**config.mk**
```make
export PLATFORM = sky130hd
export DESIGN_NAME = layer_blend_channel_core
export DESIGN_NICKNAME = d
export VERILOG_FILES = /design/src/rtl/lbc_pkg.sv /design/src/rtl/layer_blend_channel_core.sv
export VERILOG_INCLUDE_DIRS = /design/src /design/src/rtl
export SDC_FILE = /design/constraint.sdc
export NUM_CORES = 2
export LEC_CHECK = 0
export ABC_AREA = 1
export CAP_MARGIN = 20
export CORE_UTILIZATION = 50
export CTS_BUF_LIST = sky130_fd_sc_hd__clkbuf_8
export DETAILED_ROUTE_END_ITERATION = 10
export DONT_BUFFER_PORTS = 1
export GPL_TIMING_DRIVEN = 0
export PLACE_DENSITY = 0.74
export RECOVER_POWER = 50
export SLEW_MARGIN = 30
export SYNTH_ARGS = -nofsm -noshare
export SYNTH_HDL_FRONTEND = slang
export SYNTH_SLANG_ARGS = --single-unit
```
**constraint.sdc**
```tcl
create_clock -name clk -period 10.9 [get_ports clk]
set_input_delay 1.09 -clock clk [delete_from_list [all_inputs] [get_ports clk]]
set_output_delay 1.09 -clock clk [all_outputs]
set_load 0.005 [all_outputs]
```
**src/rtl/layer_blend_channel_core_assert.svh**
```systemverilog
// Assertion macros for the layer blend channel core.
// Used by the top level only; expects signals clk and rst in scope.
`ifndef LAYER_BLEND_CHANNEL_CORE_ASSERT_SVH
`define LAYER_BLEND_CHANNEL_CORE_ASSERT_SVH

// property checked on every rising clk edge, off while in reset
`define LBC_ASSERT(lbl, prop, msg) \
  lbl: assert property (@(posedge clk) disable iff (rst) prop) else $error(msg);

// implication form: antecedent overlapping consequent
`define LBC_ASSERT_IMP(lbl, ante, cons, msg) \
  lbl: assert property (@(posedge clk) disable iff (rst) (ante) |-> (cons)) else $error(msg);

`endif

```
**src/rtl/lbc_pkg.sv**
```systemverilog
// Package for the layer blend channel core: mode codes, register indexes,
// pipeline types and the divide-by-255 helper. No dependencies.
package lbc_pkg;

  localparam logic [4:0] MODE_OPAQUE       = 5'd0;
  localparam logic [4:0] MODE_ALPHA        = 5'd1;
  localparam logic [4:0] MODE_ADD_ALPHA    = 5'd2;
  localparam logic [4:0] MODE_ADDITIVE     = 5'd3;
  localparam logic [4:0] MODE_SUBTRACT     = 5'd4;
  localparam logic [4:0] MODE_MULTIPLY     = 5'd5;
  localparam logic [4:0] MODE_DODGE        = 5'd6;
  localparam logic [4:0] MODE_LIGHTEN      = 5'd7;
  localparam logic [4:0] MODE_DARKEN       = 5'd8;
  localparam logic [4:0] MODE_SCREEN       = 5'd9;
  localparam logic [4:0] MODE_NORMAL       = 5'd10;
  localparam logic [4:0] MODE_O_ADD        = 5'd11;
  localparam logic [4:0] MODE_O_SUB        = 5'd12;
  localparam logic [4:0] MODE_O_MULTIPLY   = 5'd13;
  localparam logic [4:0] MODE_O_SCREEN     = 5'd14;
  localparam logic [4:0] MODE_OVERLAY      = 5'd15;
  localparam logic [4:0] MODE_HARD_LIGHT   = 5'd16;
  localparam logic [4:0] MODE_COLOR_DODGE  = 5'd17;
  localparam logic [4:0] MODE_COLOR_DODGE5 = 5'd18;
  localparam logic [4:0] MODE_COLOR_BURN   = 5'd19;
  localparam logic [4:0] MODE_O_LIGHTEN    = 5'd20;
  localparam logic [4:0] MODE_O_DARKEN     = 5'd21;
  localparam logic [4:0] MODE_DIFFERENCE   = 5'd22;
  localparam logic [4:0] MODE_DIFFERENCE5  = 5'd23;
  localparam logic [4:0] MODE_EXCLUSION    = 5'd24;

  localparam logic REG_BLEND_MODE = 1'b0;
  localparam logic REG_OPACITY    = 1'b1;

  // reciprocal of 255 scaled by 2^25, exact for y below 132000
  localparam logic [17:0] RECIP255 = 18'd131587;

  // how the last stages form the result
  typedef enum logic [2:0] {
    K_DIRECT,   // x is the result
    K_MIX,      // blend x over d with opacity
    K_QUOT,     // quotient is the result
    K_MIXQ,     // blend quotient over d
    K_MIXINVQ   // blend 255 - quotient over d
  } kind_t;

  typedef struct packed {
    kind_t      kind;
    logic [7:0] x;
    logic [7:0] d;
    logic [7:0] o;
    logic       sat;
  } carry_t;

  // floor(y / 255) for y below 132000
  function automatic logic [8:0] div255(input logic [17:0] y);
    logic [35:0] p;
    p = y * RECIP255;
    return p[33:25];
  endfunction

  function automatic logic [7:0] clamp9(input logic [8:0] v);
    return v[8] ? 8'd255 : v[7:0];
  endfunction

endpackage

```
**src/rtl/layer_blend_channel_core.sv**
```systemverilog
// Layer blend channel core: one source/destination level pair per beat.
// Depends on lbc_pkg and layer_blend_channel_core_assert.svh.
//
// Usage:
//   Input beats (src_level, dst_level) arrive on in_valid/in_ready; each
//   yields one result_level beat on out_valid/out_ready, in order.
//   blend_mode and opacity are written through cfg_we/cfg_index/cfg_data
//   while the pipe is empty; they take effect for the next accepted beat.
//   Throughput is one beat per cycle while the receiver does not stall:
//   an 8-stage pipeline with valid bits, the shared quotient unit
//   resolving two quotient bits in each of its 4 stages.
//   When the receiver stalls, the whole pipe holds and in_ready drops; no
//   beat is lost or repeated, and bubbles stay where they are.
//   Reset empties the pipe and sets blend_mode to opaque, opacity to 255.
`include "layer_blend_channel_core_assert.svh"

module layer_blend_channel_core (
  input  logic       clk,
  input  logic       rst,
  input  logic       cfg_we,
  input  logic       cfg_index,
  input  logic [7:0] cfg_data,
  input  logic       in_valid,
  output logic       in_ready,
  input  logic [7:0] src_level,
  input  logic [7:0] dst_level,
  output logic       out_valid,
  input  logic       out_ready,
  output logic [7:0] result_level
);

  logic [4:0] blend_mode;
  logic [7:0] opacity;
  logic       en;

  always_ff @(posedge clk) begin
    if (rst) begin
      blend_mode <= lbc_pkg::MODE_OPAQUE;
      opacity    <= 8'd255;
    end else if (cfg_we) begin
      case (cfg_index)
        lbc_pkg::REG_BLEND_MODE: blend_mode <= cfg_data[4:0];
        lbc_pkg::REG_OPACITY:    opacity    <= cfg_data;
        default: ;
      endcase
    end
  end

  assign en       = !out_valid || out_ready;
  assign in_ready = en;

  // stage 1: raw products
  logic        v1;
  logic [4:0]  m1;
  logic [7:0]  s1, d1, o1;
  logic [15:0] ds1, scr1, so1, dno1;

  always_ff @(posedge clk) begin
    if (rst) v1 <= 1'b0;
    else if (en) v1 <= in_valid;
  end

  always_ff @(posedge clk) begin
    if (en) begin
      m1   <= blend_mode;
      s1   <= src_level;
      d1   <= dst_level;
      o1   <= opacity;
      ds1  <= dst_level * src_level;
      scr1 <= (8'd255 - dst_level) * (8'd255 - src_level);
      so1  <= src_level * opacity;
      dno1 <= dst_level * (8'd255 - opacity);
    end
  end

  // stage 2: scaled terms, mode decode, divider operands
  lbc_pkg::carry_t c2;
  logic [23:0] rem2;
  logic [15:0] den2;
  logic [8:0]  add9, q_m5, q_scr, q_m2, q_d23, q_exc, q_olo, q_ohi;
  logic [7:0]  add_c, sub8, m5, scr8, ov_d, ov_s, mx, mn, ad;
  logic [15:0] d255, diff23;
  logic [16:0] exc;
  logic [24:0] num, numr;

  always_comb begin
    add9   = {1'b0, d1} + {1'b0, s1};
    add_c  = lbc_pkg::clamp9(add9);
    sub8   = (add9 > 9'd255) ? 8'(add9 - 9'd255) : 8'd0;
    q_m5   = lbc_pkg::div255({2'b0, ds1} + 18'd127);
    m5     = q_m5[7:0];
    q_scr  = lbc_pkg::div255({2'b0, scr1} + 18'd127);
    scr8   = 8'd255 - q_scr[7:0];
    q_m2   = lbc_pkg::div255({2'b0, dno1} + 18'd127);
    d255   = {d1, 8'd0} - {8'd0, d1};
    diff23 = (d255 > so1) ? d255 - so1 : so1 - d255;
    q_d23  = lbc_pkg::div255({2'b0, diff23} + 18'd127);
    exc    = ({add9, 8'd0} - {8'd0, add9}) - {ds1, 1'b0};
    q_exc  = lbc_pkg::div255({1'b0, exc} + 18'd127);
    q_olo  = lbc_pkg::div255({1'b0, ds1, 1'b0} + 18'd127);
    q_ohi  = lbc_pkg::div255({1'b0, scr1, 1'b0} + 18'd127);
    ov_d   = (d1 <= 8'd127) ? lbc_pkg::clamp9(q_olo) : 8'd255 - lbc_pkg::clamp9(q_ohi);
    ov_s   = (s1 <= 8'd127) ? lbc_pkg::clamp9(q_olo) : 8'd255 - lbc_pkg::clamp9(q_ohi);
    mx     = (d1 > s1) ? d1 : s1;
    mn     = (d1 < s1) ? d1 : s1;
    ad     = (d1 > s1) ? d1 - s1 : s1 - d1;

    c2.d   = d1;
    c2.o   = o1;
    c2.kind = lbc_pkg::K_DIRECT;
    c2.x   = d1;
    case (m1)
      lbc_pkg::MODE_OPAQUE:       c2.x = s1;
      lbc_pkg::MODE_ALPHA:        begin c2.kind = lbc_pkg::K_MIX; c2.x = s1; end
      lbc_pkg::MODE_ADD_ALPHA:    c2.x = lbc_pkg::clamp9({1'b0, q_m2[7:0]} + {1'b0, s1});
      lbc_pkg::MODE_ADDITIVE:     c2.x = add_c;
      lbc_pkg::MODE_SUBTRACT:     c2.x = sub8;
      lbc_pkg::MODE_MULTIPLY:     c2.x = m5;
      lbc_pkg::MODE_DODGE:        c2.kind = lbc_pkg::K_QUOT;
      lbc_pkg::MODE_LIGHTEN:      c2.x = mx;
      lbc_pkg::MODE_DARKEN:       c2.x = mn;
      lbc_pkg::MODE_SCREEN:       c2.x = scr8;
      lbc_pkg::MODE_NORMAL:       begin c2.kind = lbc_pkg::K_MIX; c2.x = s1; end
      lbc_pkg::MODE_O_ADD:        begin c2.kind = lbc_pkg::K_MIX; c2.x = add_c; end
      lbc_pkg::MODE_O_SUB:        begin c2.kind = lbc_pkg::K_MIX; c2.x = sub8; end
      lbc_pkg::MODE_O_MULTIPLY:   begin c2.kind = lbc_pkg::K_MIX; c2.x = m5; end
      lbc_pkg::MODE_O_SCREEN:     begin c2.kind = lbc_pkg::K_MIX; c2.x = scr8; end
      lbc_pkg::MODE_OVERLAY:      begin c2.kind = lbc_pkg::K_MIX; c2.x = ov_d; end
      lbc_pkg::MODE_HARD_LIGHT:   begin c2.kind = lbc_pkg::K_MIX; c2.x = ov_s; end
      lbc_pkg::MODE_COLOR_DODGE:  c2.kind = lbc_pkg::K_MIXQ;
      lbc_pkg::MODE_COLOR_DODGE5: c2.kind = lbc_pkg::K_QUOT;
      lbc_pkg::MODE_COLOR_BURN:   c2.kind = lbc_pkg::K_MIXINVQ;
      lbc_pkg::MODE_O_LIGHTEN:    begin c2.kind = lbc_pkg::K_MIX; c2.x = mx; end
      lbc_pkg::MODE_O_DARKEN:     begin c2.kind = lbc_pkg::K_MIX; c2.x = mn; end
      lbc_pkg::MODE_DIFFERENCE:   begin c2.kind = lbc_pkg::K_MIX; c2.x = ad; end
      lbc_pkg::MODE_DIFFERENCE5:  c2.x = lbc_pkg::clamp9(q_d23);
      lbc_pkg::MODE_EXCLUSION:    begin c2.kind = lbc_pkg::K_MIX; c2.x = lbc_pkg::clamp9(q_exc); end
      default: ;
    endcase

    // quotient operands: rounded quotient = floor((n + den/2) / den)
    case (m1)
      lbc_pkg::MODE_COLOR_DODGE5: begin
        num  = 25'(d1) * 25'd65025;
        den2 = 16'd65025 - so1;
      end
      lbc_pkg::MODE_COLOR_BURN: begin
        num  = {9'd0, d255 ^ 16'd0} - {9'd0, d255} + {9'd0, (8'd255 - d1), 8'd0}
               - {17'd0, (8'd255 - d1)};
        den2 = {8'd0, s1};
      end
      default: begin
        num  = {9'd0, d255};
        den2 = {8'd0, 8'd255 - s1};
      end
    endcase
    numr   = num + {10'd0, den2[15:1]};
    c2.sat = (den2 == 16'd0) || (numr >= {1'b0, den2, 8'd0});
    rem2   = numr[23:0];
  end

  // stages 3..6: restoring quotient unit, two bits per stage
  localparam int DSTG = 4;
  logic            vd  [0:DSTG];
  lbc_pkg::carry_t cd  [0:DSTG];
  logic [23:0]     rd  [0:DSTG];
  logic [15:0]     dd  [0:DSTG];
  logic [7:0]      qd  [0:DSTG];
  logic [23:0]     rd_next [1:DSTG];
  logic [7:0]      qd_next [1:DSTG];

  always_ff @(posedge clk) begin
    if (rst) vd[0] <= 1'b0;
    else if (en) vd[0] <= v1;
  end

  always_ff @(posedge clk) begin
    if (en) begin
      cd[0] <= c2;
      rd[0] <= rem2;
      dd[0] <= den2;
      qd[0] <= 8'd0;
    end
  end

  always_comb begin
    logic [23:0] r;
    logic [23:0] dsh;
    logic [7:0]  q;
    for (int k = 0; k < DSTG; k++) begin
      r = rd[k];
      q = qd[k];
      for (int j = 0; j < 2; j++) begin
        dsh = {8'd0, dd[k]} << (7 - 2 * k - j);
        if (r >= dsh) begin
          r = r - dsh;
          q[3'(7 - 2 * k - j)] = 1'b1;
        end
      end
      rd_next[k + 1] = r;
      qd_next[k + 1] = q;
    end
  end

  for (genvar k = 1; k <= DSTG; k++) begin : g_div
    always_ff @(posedge clk) begin
      if (rst) vd[k] <= 1'b0;
      else if (en) vd[k] <= vd[k - 1];
    end
    always_ff @(posedge clk) begin
      if (en) begin
        cd[k] <= cd[k - 1];
        rd[k] <= rd_next[k];
        dd[k] <= dd[k - 1];
        qd[k] <= qd_next[k];
      end
    end
  end

  // stage 7: pick blend operand, form the weighted sum
  logic        v7, mix7;
  logic [7:0]  dir7;
  logic [16:0] sum7;
  logic [7:0]  qf, xf;
  logic        mixf;

  always_comb begin
    qf   = cd[DSTG].sat ? 8'd255 : qd[DSTG];
    xf   = cd[DSTG].x;
    mixf = 1'b0;
    case (cd[DSTG].kind)
      lbc_pkg::K_DIRECT:  ;
      lbc_pkg::K_MIX:     mixf = 1'b1;
      lbc_pkg::K_QUOT:    xf = qf;
      lbc_pkg::K_MIXQ:    begin xf = qf; mixf = 1'b1; end
      lbc_pkg::K_MIXINVQ: begin xf = 8'd255 - qf; mixf = 1'b1; end
      default: ;
    endcase
  end

  always_ff @(posedge clk) begin
    if (rst) v7 <= 1'b0;
    else if (en) v7 <= vd[DSTG];
  end

  always_ff @(posedge clk) begin
    if (en) begin
      mix7 <= mixf;
      dir7 <= xf;
      sum7 <= 17'(cd[DSTG].d) * 17'(8'd255 - cd[DSTG].o)
              + 17'(xf) * 17'(cd[DSTG].o);
    end
  end

  // stage 8: scale by 1/255, output register
  logic [8:0] q_mix;

  assign q_mix = lbc_pkg::div255({1'b0, sum7} + 18'd127);

  always_ff @(posedge clk) begin
    if (rst) out_valid <= 1'b0;
    else if (en) out_valid <= v7;
  end

  always_ff @(posedge clk) begin
    if (en) result_level <= mix7 ? lbc_pkg::clamp9(q_mix) : dir7;
  end

  `LBC_ASSERT_IMP(a_div_rem, vd[DSTG] && !cd[DSTG].sat, rd[DSTG] < {8'd0, dd[DSTG]}, "quotient remainder out of range")
  `LBC_ASSERT_IMP(a_mix_sum, v7 && mix7, sum7 <= 17'd65025, "blend sum above full scale")
  `LBC_ASSERT(a_stall_hold, !en |=> $stable(v7) && $stable(vd[0]) && $stable(v1), "pipe moved during stall")

endmodule

```
# Yosys cells after proc, flatten, opt, wreduce, memory -nomap -nowiden
# Memories as Yosys holds them, arrays and structs flattened. A register that Yosys moved wholly into a read port is not among the register bits.
# Cells that the tools add are included.
# W data, S select, Z words.
[op_classes]
n_addsub = 41
mul = 15
order_cmp = 15
eq_ne = 28
mux = 45
bitwise_logic = 6
reduce_logical = 18
[ops]
columns = ["op", "count"]
rows = [
  ["$mux W24", 8],
  ["$mul A18 B18 Y34 const B", 4],
  ["$mux W8", 15],
  ["$pmux W8 S13", 1],
  ["$mul A17 B18 Y33 const B", 3],
  ["$add A17 B7 Y18 const B", 4],
  ["$add A16 B7 Y17 const B", 4],
  ["$pmux W25 S2", 1],
  ["$mul A8 B8 Y16", 3],
  ["$eq A5 B5 Y1 const B", 9],
  ["$eq A5 B4 Y1 const B", 8],
  ["$sub A8 B8 Y8 const A", 5],
  ["$sub A8 B8 Y9 const A", 4],
  ["$mul A17 B18 Y34 const B", 1],
  ["$mul A9 B9 Y16", 2],
  ["$pmux W16 S2", 1],
  ["$sub A16 B16 Y16", 2],
  ["$add A25 B15 Y25", 1],
  ["$ge A25 B24 Y1", 1],
  ["$ge A24 B16 Y1", 1],
  ["$ge A24 B17 Y1", 1],
  ["$ge A24 B18 Y1", 1],
  ["$ge A24 B19 Y1", 1],
  ["$ge A24 B20 Y1", 1],
  ["other kinds (49)", 86],
]
[totals]
regBits = 142
mem_bits_rw = 385
inputBits = 30
out_inout_bits = 10
wordCells = 189
mem_count = 5
[mem_list]
columns = ["memory", "depth", "word_bits", "read_ports", "rd_clocked_by_memory_dff", "wr", "line_no", "source"]
rows = [
  ["cd", 5, 28, 5, 0, 5, "layer_blend_channel_core.sv:165", "lbc_pkg::carry_t cd [0:DSTG];"],
  ["rd", 5, 24, 4, 0, 5, "layer_blend_channel_core.sv:166", "logic [23:0] rd [0:DSTG];"],
  ["dd", 5, 16, 4, 0, 5, "layer_blend_channel_core.sv:167", "logic [15:0] dd [0:DSTG];"],
  ["qd", 5, 8, 5, 0, 5, "layer_blend_channel_core.sv:168", "logic [7:0] qd [0:DSTG];"],
  ["vd", 5, 1, 5, 1, 5, "layer_blend_channel_core.sv:164", "logic vd [0:DSTG];"],
]

# Depth between registers and ports, before layout
[depth]
depth_word = 8
ltp_mapped = 57
depth_no_buf = 57

# Worst setup path before layout
# Ideal clock, no wire load.
[synth_path]
kind = "input port to flip-flop"
start = "input port out_ready"
end = "memory vd[0] (data pin)"
arrival_ns = 10.880
required_time_ns = 10.701
slack_ns = -0.179
cell_stages = 4
path_cell_list = "nor2_1 > inv_1 > nand2_1 > nor2_1"
[synth_rtl]
columns = ["item", "line_no", "source"]
rows = [
  ["start, declared", "layer_blend_channel_core.sv:28", "input logic out_ready,"],
  ["end, declared", "layer_blend_channel_core.sv:164", ""],
]

==> out/metrics.csv <==
stage,metric,value,unit
run_status,status,"complete, but fails checks",
run_status,violated checks,"max-capacitance violations, max-slew violations",
synthesis,top-area cell type share of the netlist area,26.35,%
detailed_routing,vias,55460,
flow_run,MaxCap Viol Count,5,
critical_path,CP startpoint kind,flip-flop,
die,DIE HEIGHT,366.5,µm
timing,Fin Setup TNS,0,ns
die,Starting Density,50.47,%
synthesis,Post-synth EDFFs,438,
worst_hold_path,worst min path class,in2reg,
global_routing,Overflow after GRT,0,
global_routing,initial antenna violation count,10,
critical_path,WS Path Type,reg2reg,
synthesis,Syn Inst Count,8326,
clock_tree,clk buf depth,3,
finish,layout cells sized above 1,2.907,%
die,Die X-Extent,366.5,µm
critical_path,reg-to-reg startpoint,d1[1]$_DFFE_PN_,
synthesis,register area share after synthesis,20.28,%
synthesis,"Async S/R FF share, synth",0,%
timing,fmax,0.09784,GHz
placement,buffers added on ports,0,
die,I/O pin total,40,
global_routing,GRT Util Overall,26.38,%
timing,WHS,0.3788,ns
timing,setup violators final,0,
finish,most frequent cells in the layout,"nand2_1 (1661), inv_1 (1604), ha_1 (1399), nor2_1 (655), a21oi_1 (461)",
timing,Slew Limit Headroom,-15.61,%
synthesis,cell area after synthesis,66430,µm²
finish,"most common cell after layout, fill and taps aside",nand2_1,
die,DIE AREA,134300,µm²
finish,P&R area growth vs syn,6.332,%
detailed_routing,Via density,5.403,
timing,Final Max Tran Viols,151,
clock_tree,cts repair resizes,0,
timing,clk_skew,0.07536,ns
synthesis,Yosys reg bits,454,
placement,placed instance count,10100,
detailed_routing,Initial DRC Count,3798,
clock_tree,clk sinks,454,
synthesis,Post-synth top flop,edfxtp_1,
global_routing,first-pass GRT wire length,284.3,mm
worst_hold_path,beginning of the worst hold path,dst_level[7],
critical_path,critical path startpoint,d1[1]$_DFFE_PN_,
detailed_routing,Final ANT Viol Nets,0,
finish,design area,70640,µm²
synthesis,syn avg cell area,7.979,µm²
detailed_routing,mean routed wirelength per cell,17.35,µm
clock_tree,CTS tree,yes,
synthesis,Yosys warnings,0,
clock_tree,CTS buffer count,84,
critical_path,Worst setup EP type,flip-flop,
detailed_routing,DRC viols,0,
clock_tree,CTS root buf,clkbuf_8,
clock_tree,CTS Hold Bufs,0,
detailed_routing,final wirelength,178.1,mm
timing,period utilization,93.77,%
timing,unrepaired setup endpoints after global routing,false,
clock_tree,# Post-CTS Setup Buffers,0,
timing,final hold vios,0,
critical_path,Critical Path RT,11.40,ns
die,Row Count,133,
clock_tree,depth of the CTS H-tree,3,
timing,Tightest Pin Transition,1.734,ns
critical_path,Worst EP arrival,10.73,ns
critical_path,critical path peak fanout,12,
synthesis,Cell variety after synth,71,
placement,DP HPWL,150.8,mm
detailed_routing,Initial DRT Pass Iterations,8,
timing,Final Critical Period,10.22,ns
synthesis,Post-Syn Nets,10130,
synthesis,Synth area leader,ha_1,
synthesis,largest cells by area after synthesis,"ha_1 (26%), edfxtp_1 (20%), fa_1 (11%), nand2_1 (9.4%), inv_1 (9.0%)",
critical_path,"most used cell, CP",inv_1,
finish,Layout Cells excl Fill,10260,
die,CORE AREA,131600,µm²
finish,Final #Nets,10230,
global_routing,largest net degree at the start of global routing,34,
clock_tree,Worst-path clk slew,0.07,ns
placement,GPL Wtd Cong,0.9834,
placement,DP Area,69010,µm²
critical_path,Crit path largest cell delay,0.88,ns
critical_path,slowest cell on the critical path,edfxtp_1,
clock_tree,Worst-Skew Late Latency,0.83,ns
global_routing,vias in the first global route,54980,
-- flip-flops by register name (all words and copies together), names as in the netlist, 16 cells and up --
| signal | count |
|---|---|
| dd | 64 |
| cd | 140 |
| sum7 | 17 |
| dno1 | 16 |
| rd | 96 |
| ds1 | 16 |
| scr1 | 16 |
| so1 | 16 |
-- logic make-up (layout without fill, tap and decap cells) --
family          Yosys count  after routing  share of synthesized area, %
compound gates         1064           1064                         9.074
mux                       1              1                       0.01695
simple gates           2976           2976                         18.68
other cells               1             14                      0.005645
buf+inv                1708           1878                         9.731
xor+xnor                350            350                         4.626
flops                   454            454                         20.28
fa+ha+maj              1772           1772                         37.59
-- final cells by class --
type / count / area [µm²]
antenna: 13 / 32.53
tap: 1755 / 2196
fill: 12380 / 60990
multi-input combinational: 6164 / 46530
sequential: 454 / 13470
timing repair buffer: 18 / 200.2
buffer: 95 / 410.4
clock inverter: 66 / 563.0
clock buffer: 86 / 1184
inverter: 1613 / 6056
-- critical path, delay by kind of cell, from the launching register on --
| kind | cells | cell delay, ns |
|---|---|---|
| buffers and inverters | 11 | 1.52 |
| AND/OR/NAND/NOR | 22 | 2.29 |
| adder cells (fa/ha/maj) | 9 | 2.78 |
| XOR/XNOR | 2 | 0.77 |
| flip-flops | 1 | 0.88 |
| AO/OA/AOI/OAI | 6 | 1.67 |
-- layer usage --
| layer | wire length [µm] | GRT usage, % |
|---|---|---|
| met1 | 75460 | 33.06 |
| met3 | 9447 | 3.004 |
| met5 | 0 | 0 |
| met2 | 85610 | 46.04 |
| met4 | 7586 | 10.58 |
-- stage by stage --
stage,worst slack (ns),utilization [%]
5_1_grt,0.07491,53.66
2_1_floorplan,2.616,-
4_1_cts,0.8774,53.76
3_5_place_dp,0.9020,52.43
3_3_place_gp,-0.3383,52.14
6_report,0.6791,53.67
-- final timing paths --
path | slack (ns) | cells past startpoint | to
worst max register to register | 0.68 | 50 | cd[0][22]$_DFFE_PN_
worst min register to register | 0.41 | 0 | cd[0][90]$_DFFE_PN_
worst max-delay path | 0.68 | 50 | cd[0][22]$_DFFE_PN_
worst min-delay path | 0.38 | 0 | d1[7]$_DFFE_PN_
-- synth_stat cells, types with 16 or more instances --
| cell type | instances |
|---|---|
| o21ai_0 | 331 |
| a21oi_1 | 465 |
| clkbuf_1 | 69 |
| ha_1 | 1399 |
| nand4_1 | 110 |
| fa_1 | 373 |
| a21o_1 | 38 |
| a21boi_0 | 17 |
| a211oi_1 | 16 |
| or2_2 | 18 |
| nand2_2 | 19 |
| nand2_1 | 1661 |
| edfxtp_1 | 438 |
| nand3b_1 | 17 |
| nor4_1 | 36 |
| o211ai_1 | 28 |
| nor3_1 | 97 |
| inv_1 | 1589 |
| a31oi_1 | 36 |
| xor2_1 | 248 |
| nor2_1 | 655 |
| o21a_1 | 16 |
| nand3_1 | 321 |
| dfxtp_1 | 16 |
| xnor2_1 | 101 |
| o221ai_1 | 16 |
| o21bai_1 | 34 |
Power is left out: the tool's default activity adds up to more than one toggle a clock period on the data nets, which glitch-free logic cannot reach.
